## config.mk

```make
export PLATFORM = sky130hd
export DESIGN_NAME = set_assoc_cache_fifo_tags
export DESIGN_NICKNAME = d
export VERILOG_FILES = /design/src/rtl/sacf_pkg.sv /design/src/rtl/sacf_ram.sv /design/src/rtl/set_assoc_cache_fifo_tags.sv
export SDC_FILE = /design/constraint.sdc
export NUM_CORES = 2
export LEC_CHECK = 0
export BUFFER_PORTS_ARGS = -buffer_cell sky130_fd_sc_hd__buf_2
export CAP_MARGIN = 25
export CELL_PAD_IN_SITES_DETAIL_PLACEMENT = 1
export CELL_PAD_IN_SITES_GLOBAL_PLACEMENT = 2
export CORE_UTILIZATION = 56
export CTS_BUF_LIST = sky130_fd_sc_hd__clkbuf_2 sky130_fd_sc_hd__clkbuf_4 sky130_fd_sc_hd__clkbuf_8
export DETAILED_ROUTE_END_ITERATION = 10
export GPL_TIMING_DRIVEN = 0
export HOLD_SLACK_MARGIN = 0.08
export PLACE_DENSITY_LB_ADDON = 0.05
export SYNTH_ARGS = -nofsm -noshare
export SYNTH_HDL_FRONTEND = slang
export SYNTH_SLANG_ARGS = --single-unit
```

## constraint.sdc

```tcl
create_clock -name clk -period 34.8 [get_ports clk]
set_input_delay 6.96 -clock clk [delete_from_list [all_inputs] [get_ports clk]]
set_output_delay 6.96 -clock clk [all_outputs]
set_load 0.005 [all_outputs]
```

## src/rtl/sacf_pkg.sv

```systemverilog
// ----------------------------------------------------------------------------
// sacf_pkg
// Geometry, request codes and beat types of the cache tag array.
// ----------------------------------------------------------------------------
package sacf_pkg;

    localparam int SETS       = 8;
    localparam int WAYS       = 4;
    localparam int LINE_BYTES = 32;
    localparam int ADDR_W     = 64;

    localparam int LINE_SHIFT = $clog2(LINE_BYTES);
    localparam int LN_W       = ADDR_W - LINE_SHIFT;
    localparam int SET_W      = (SETS > 1) ? $clog2(SETS) : 1;
    localparam int WAY_W      = (WAYS > 1) ? $clog2(WAYS) : 1;

    localparam logic [1:0] FUNC_READ  = 2'd0;
    localparam logic [1:0] FUNC_WRITE = 2'd1;
    localparam logic [1:0] FUNC_MAINT = 2'd2;

    typedef struct packed {
        logic [1:0]        func;
        logic [ADDR_W-1:0] addr;
        logic              clean_flag;
        logic              inval_flag;
    } req_t;

    typedef struct packed {
        logic              hit;
        logic              writeback_valid;
        logic [ADDR_W-1:0] writeback_addr;
        logic              fill_valid;
        logic [ADDR_W-1:0] fill_addr;
    } rsp_t;

    // One way of a tag row; the valid mark lives in flops outside the RAM.
    typedef struct packed {
        logic            dirty;
        logic [LN_W-1:0] ln;
    } way_t;

    typedef way_t [WAYS-1:0] row_t;

    localparam int ROW_W = $bits(row_t);

endpackage

```

## src/rtl/sacf_ram.sv

```systemverilog
// ----------------------------------------------------------------------------
// sacf_ram
// Generic single-port-write, single-port-read RAM with registered read data.
// ----------------------------------------------------------------------------
module sacf_ram #(
    parameter int WIDTH = 8,
    parameter int DEPTH = 16,
    parameter int AW    = (DEPTH > 1) ? $clog2(DEPTH) : 1
) (
    input  logic             clk,
    input  logic             we,
    input  logic [AW-1:0]    waddr,
    input  logic [WIDTH-1:0] wdata,
    input  logic             re,
    input  logic [AW-1:0]    raddr,
    output logic [WIDTH-1:0] rdata
);

    logic [WIDTH-1:0] mem [DEPTH];

    always_ff @(posedge clk)
    begin
        if (we)
        begin
            mem[waddr] <= wdata;
        end
        if (re)
        begin
            rdata <= mem[raddr];
        end
    end

endmodule

```

## src/rtl/set_assoc_cache_fifo_tags.sv

```systemverilog
// ----------------------------------------------------------------------------
// set_assoc_cache_fifo_tags
// Tag array of a write-back, write-allocate set-associative cache with
// per-set FIFO replacement and single-line clean / invalidate maintenance.
// ----------------------------------------------------------------------------
//
//   channel   handshake           payload   beat taken when
//   -------   -----------------   -------   -----------------------------
//   request   start / busy        req       start && !busy at clk rise
//   result    done (strobe)       rsp       done high, one cycle, no stall
//
// The accept edge launches the read of the set's tag row from the tag RAM;
// the following cycle (busy high) compares all ways, writes the updated row
// back and registers the result, which shows on rsp with done in the next
// cycle, while a new request may already be taken. Busy holds off any new
// request during the lookup, as the tag RAM read is registered ahead of the
// read-modify-write.
// Reset clears the valid marks and FIFO pointers in flops; the RAM contents
// need no clearing. The receiver cannot stall results.
// ----------------------------------------------------------------------------
module set_assoc_cache_fifo_tags
    import sacf_pkg::*;
(
    input  logic clk,
    input  logic rst_n,
    input  logic start,
    output logic busy,
    input  req_t req,
    output logic done,
    output rsp_t rsp
);

    localparam logic ST_IDLE = 1'b0;
    localparam logic ST_LOOK = 1'b1;

    logic state_reg, state_next;
    logic accept;

    // Request held for the lookup cycle.
    req_t req_reg;

    // Valid marks and FIFO pointers in flops: both clear on reset.
    logic [SETS-1:0][WAYS-1:0]  valid_reg, valid_next;
    logic [SETS-1:0][WAY_W-1:0] oldest_reg, oldest_next;

    logic done_reg, done_next;
    rsp_t rsp_reg, rsp_next;

    // Tag RAM ports.
    logic [SET_W-1:0] rd_set;
    logic [ROW_W-1:0] rd_data;
    row_t             row;
    row_t             row_new;

    // Lookup decode.
    logic [LN_W-1:0]  ln;
    logic [SET_W-1:0] set_idx;
    logic             is_access;
    logic             is_store;
    logic             is_maint;
    logic             hit_found;
    logic [WAY_W-1:0] hit_way;
    logic [WAY_W-1:0] victim;

    assign accept = start && !busy;
    assign busy   = (state_reg == ST_LOOK);
    assign done   = done_reg;
    assign rsp    = rsp_reg;

    // Set index of the incoming request, used to launch the row read.
    assign rd_set = (SETS > 1) ? req.addr[LINE_SHIFT +: SET_W] : '0;

    assign ln        = req_reg.addr[ADDR_W-1:LINE_SHIFT];
    assign set_idx   = (SETS > 1) ? ln[SET_W-1:0] : '0;
    assign is_access = (req_reg.func == FUNC_READ) || (req_reg.func == FUNC_WRITE);
    assign is_store  = (req_reg.func == FUNC_WRITE);
    assign is_maint  = (req_reg.func == FUNC_MAINT);
    assign victim    = oldest_reg[set_idx];
    assign row       = row_t'(rd_data);

    sacf_ram #(
        .WIDTH (ROW_W),
        .DEPTH (SETS),
        .AW    (SET_W)
    ) u_tag_ram (
        .clk   (clk),
        .we    (state_reg == ST_LOOK),
        .waddr (set_idx),
        .wdata (ROW_W'(row_new)),
        .re    (accept),
        .raddr (rd_set),
        .rdata (rd_data)
    );

    // Compare all ways of the row in parallel; at most one valid way matches.
    always_comb
    begin
        hit_found = 1'b0;
        hit_way   = '0;
        for (int w = 0; w < WAYS; w++)
        begin
            if (!hit_found && valid_reg[set_idx][w] && (row[w].ln == ln))
            begin
                hit_found = 1'b1;
                hit_way   = WAY_W'(w);
            end
        end
    end

    // Read-modify-write of the row, marks and pointer; build the result.
    always_comb
    begin
        row_new     = row;
        valid_next  = valid_reg;
        oldest_next = oldest_reg;
        rsp_next    = '0;

        if (is_access)
        begin
            if (hit_found)
            begin
                rsp_next.hit = 1'b1;
                if (is_store)
                begin
                    row_new[hit_way].dirty = 1'b1;
                end
            end
            else
            begin
                // Evict the oldest way whether or not it holds a line.
                if (valid_reg[set_idx][victim] && row[victim].dirty)
                begin
                    rsp_next.writeback_valid = 1'b1;
                    rsp_next.writeback_addr  = {row[victim].ln, {LINE_SHIFT{1'b0}}};
                end
                row_new[victim].ln         = ln;
                row_new[victim].dirty      = is_store;
                valid_next[set_idx][victim] = 1'b1;
                oldest_next[set_idx] = (victim == WAY_W'(WAYS - 1)) ? '0 : victim + 1'b1;
                rsp_next.fill_valid = 1'b1;
                rsp_next.fill_addr  = {ln, {LINE_SHIFT{1'b0}}};
            end
        end
        else if (is_maint && hit_found)
        begin
            rsp_next.hit = 1'b1;
            // Clean first, then drop the valid mark.
            if (req_reg.clean_flag && row[hit_way].dirty)
            begin
                rsp_next.writeback_valid = 1'b1;
                rsp_next.writeback_addr  = {row[hit_way].ln, {LINE_SHIFT{1'b0}}};
                row_new[hit_way].dirty   = 1'b0;
            end
            if (req_reg.inval_flag)
            begin
                valid_next[set_idx][hit_way] = 1'b0;
            end
        end
    end

    always_comb
    begin
        state_next = state_reg;
        done_next  = 1'b0;
        unique case (state_reg)
            ST_IDLE:
            begin
                if (accept)
                begin
                    state_next = ST_LOOK;
                end
            end
            ST_LOOK:
            begin
                done_next  = 1'b1;
                state_next = ST_IDLE;
            end
            default:
            begin
                state_next = ST_IDLE;
            end
        endcase
    end

    always_ff @(posedge clk or negedge rst_n)
    begin
        if (!rst_n)
        begin
            state_reg  <= ST_IDLE;
            done_reg   <= 1'b0;
            valid_reg  <= '0;
            oldest_reg <= '0;
        end
        else
        begin
            state_reg <= state_next;
            done_reg  <= done_next;
            if (state_reg == ST_LOOK)
            begin
                valid_reg  <= valid_next;
                oldest_reg <= oldest_next;
            end
        end
    end

    // Payload registers: hold the request, latch the result.
    always_ff @(posedge clk)
    begin
        if (accept)
        begin
            req_reg <= req;
        end
        if (state_reg == ST_LOOK)
        begin
            rsp_reg <= rsp_next;
        end
    end

endmodule

```

==> flow_metrics.py <==
metrics = {
    "critical_path": {
        "cp_slowest_cell": "dfrtp_4",
        "arrival_ns": 2.81,
        "crit_chain": "buf_16 -> buf_16 -> buf_2",
        "endpoint_kind": "output port",
        "critPathMaxFanout": 50,
        "crit_type": "register to output port",
        "cp_data_required_time_ns": 27.84,
        "r2r_end": "rsp[127]",
        "rr_startpoint": "ln[44]",
        "cp_common_cell": "buf_16",
        "slowest_delay_ns": 0.90,
        "worst_r2r_path_depth": 12,
        "ff2ff_setup_slack_ns": 28.72,
        "worstSetupStartpointType": "register",
    },
    "pwr": {
        "finalPower_mw": 6.73,
        "seq_power_share": 0.515,
        "combPwrFrac": 0.130,
        "internal_power_mw": 4.99,
        "p_leak_nw": 38.0,
        "p_per_area_nw_per_um2": 59.8,
        "netSwitchingPower_mw": 1.74,
        "netSwitchingFraction": 0.258,
        "peakVddDrop_uv": 40.9,
        "p_clk_frac": 0.355,
    },
    "clock_tree": {
        "clk_latency_ns": 1.09,
        "cts_hold_buf": 0,
        "clk_path_buf_depth": 4,
        "clock-sinks": 2394,
        "root_buffer": "clkbuf_8",
        "cts_setup_buffers": 0,
        "htree_num_levels": 5,
        "cts_resized": 0,
        "cts_tree": "built",
        "clkTransAtPathRegs_ns": 0.06,
        "cts_buffers": 393,
    },
    "timing": {
        "fin_crit_sh": 0.281,
        "grt_setup_unrepaired": "no",
        "slew_viol_final": 0,
        "fin_tns_setup_ns": 0,
        "skew_ns": 0.0789,
        "maxSlewHeadroom": 0.206,
        "finalCriticalPeriod_ns": 9.77,
        "hold_viol_final": 0,
        "finalSetupViolCount": 0,
        "fmax_mhz": 102,
        "worst-slew-pin-transition_ns": 1.18,
    },
    "grt": {
        "grt_pass1_vias": 54150,
        "grt_overflow": 0,
        "grtUsageTotal": 0.338,
        "antenna_found_initial": 14,
        "grt_max_degree": 51,
        "grt_pass1_wl_mm": 418,
    },
    "die": {
        "dieHeight_um": 422,
        "die_area_um2": 178000,
        "fp.dieW_um": 422,
        "num_rows": 153,
        "start_util": 0.566,
        "coreArea_um2": 174000,
        "boundaryPins": 204,
    },
    "synthesis": {
        "synth_warnings": 0,
        "syn_avg_cell_area_um2": 20.5,
        "synthDistinctLibCells": 69,
        "synth_edf_count": 2344,
        "synth_cells": 4807,
        "async_flop_share": 0.0209,
        "netlist_area_um2": 98700,
        "synth_top_flop_cell": "edfxtp_1",
        "synth_seq_cells": 2394,
        "ys_seq_area_frac": 0.726,
    },
    "status": {
        "status": "complete, no violations",
    },
    "place": {
        "gp_routability_congestion": 0.998,
        "place_inst": 7405,
        "placed_cell_area_um2": 105000,
        "hpwl_mm": 196,
        "port_buffers": 188,
    },
    "routing": {
        "vias": 52991,
        "vias_per_cell": 6.51,
        "ant_nets": 0,
        "firstDrtPassIters": 5,
        "drt_wl_total_mm": 301,
        "drt-initial-drc-count": 6408,
        "routedWlPerCell_um": 37.0,
        "drcViolationCount": 0,
    },
    "worst_hold_path": {
        "hold_start": "oldest_reg[10]",
        "whs_endpoint": "oldest_reg[10]",
        "hold_depth": 1,
        "hp-class": "register to register",
    },
    "final_layout": {
        "utilization": 0.645,
        "layout_commonest_cell": "edfxtp_1",
        "layout-drive-gt1-share": 0.368,
        "nets": 5591,
        "mostFrequentLayoutCells": "edfxtp_1 (2344), mux4_2 (484), mux2_2 (414)",
        "largest_reg_flops": 1920,
        "fin_area_um2": 113000,
        "stdcell_count": 8142,
        "area_growth_pct": 14.0,
    },
    "flow_run": {
        "cap_viol_max_count": 0,
    },
}
-- critical path: cells and delay by family, from the launching register on --
| kind | cells | cell delay (ns) |
|---|---|---|
| buf+inv | 3 | 0.73 |
| flops | 1 | 0.90 |
-- how the worst max path moves through the flow --
stage,startpoint,to,slack (ns),cells after the start
floorplan,start,busy,13.30,1
global placement,start,busy,-1.30,2
detailed placement,req[7],u_tag_ram.rdata[119],23.81,8
CTS,busy,busy,24.89,3
global route,busy,busy,24.89,3
finish,busy,busy,25.03,3
-- through the flow --
stage / setup WS, ns / hold WS [ns]
finish: 25.03 / 0.510
global route: 24.89 / 0.527
CTS: 24.89 / 0.510
detailed placement: 23.81 / 0.497
global placement: -1.30 / 0.483
floorplan: 13.30 / 0.469
-- power groups by stage --
stage | combinational, mW | clock (mW) | sequential (mW)
after floorplan | 0.537 | 0 | 3.50
after global placement | 0.805 | 0 | 3.56
after detailed placement | 0.853 | 0 | 3.52
after CTS | 0.857 | 2.42 | 3.46
after global routing | 0.907 | 2.52 | 3.47
final | 0.876 | 2.39 | 3.46
-- layer usage --
| metal | GRT usage | routed length (µm) |
|---|---|---|
| met5 | 0 | 0 |
| met4 | 0.155 | 13500 |
| met3 | 0.0666 | 24700 |
| met2 | 0.523 | 144000 |
| met1 | 0.468 | 119000 |
-- area by class of cell --
class                      count  area [µm²]
sequential                  2394       71600
fill                       14375       61800
multi-input combinational   1978       25100
clock buffer                 539        6590
timing repair buffer         305        3370
tap                         2325        2910
buffer                       314        1550
clock inverter               143         833
inverter                     130         488
antenna                       14        35.0
-- logic make-up after synthesis --
logic type / share of synthesized area
flops: 0.726
mux: 0.190
buf+inv: 0.0205
compound gates: 0.0257
simple gates: 0.0168
xor+xnor: 0.0209
fa+ha+maj: 0.000507
other cells: 0.0000380
-- Yosys cell counts (all sizes together), types with 13 or more instances --
master,count,share of area
a32oi,59,0.0052
and2,70,0.0044
o21ai,48,0.0024
nor4,36,0.0024
mux2,554,0.067
clkbuf,148,0.0056
xor2,86,0.0076
dfrtp,50,0.013
xnor2,150,0.013
buf,166,0.0099
nor2,13,0.00049
a21oi,26,0.0013
o221ai,60,0.0053
nand4,65,0.0041
nand2,27,0.0012
mux2i,121,0.012
edfxtp,2344,0.71
inv,129,0.0049
nand3,22,0.0011
mux4,484,0.11
o22ai,61,0.0076
nor3,13,0.00066
(Power assumes the default switching activity.)
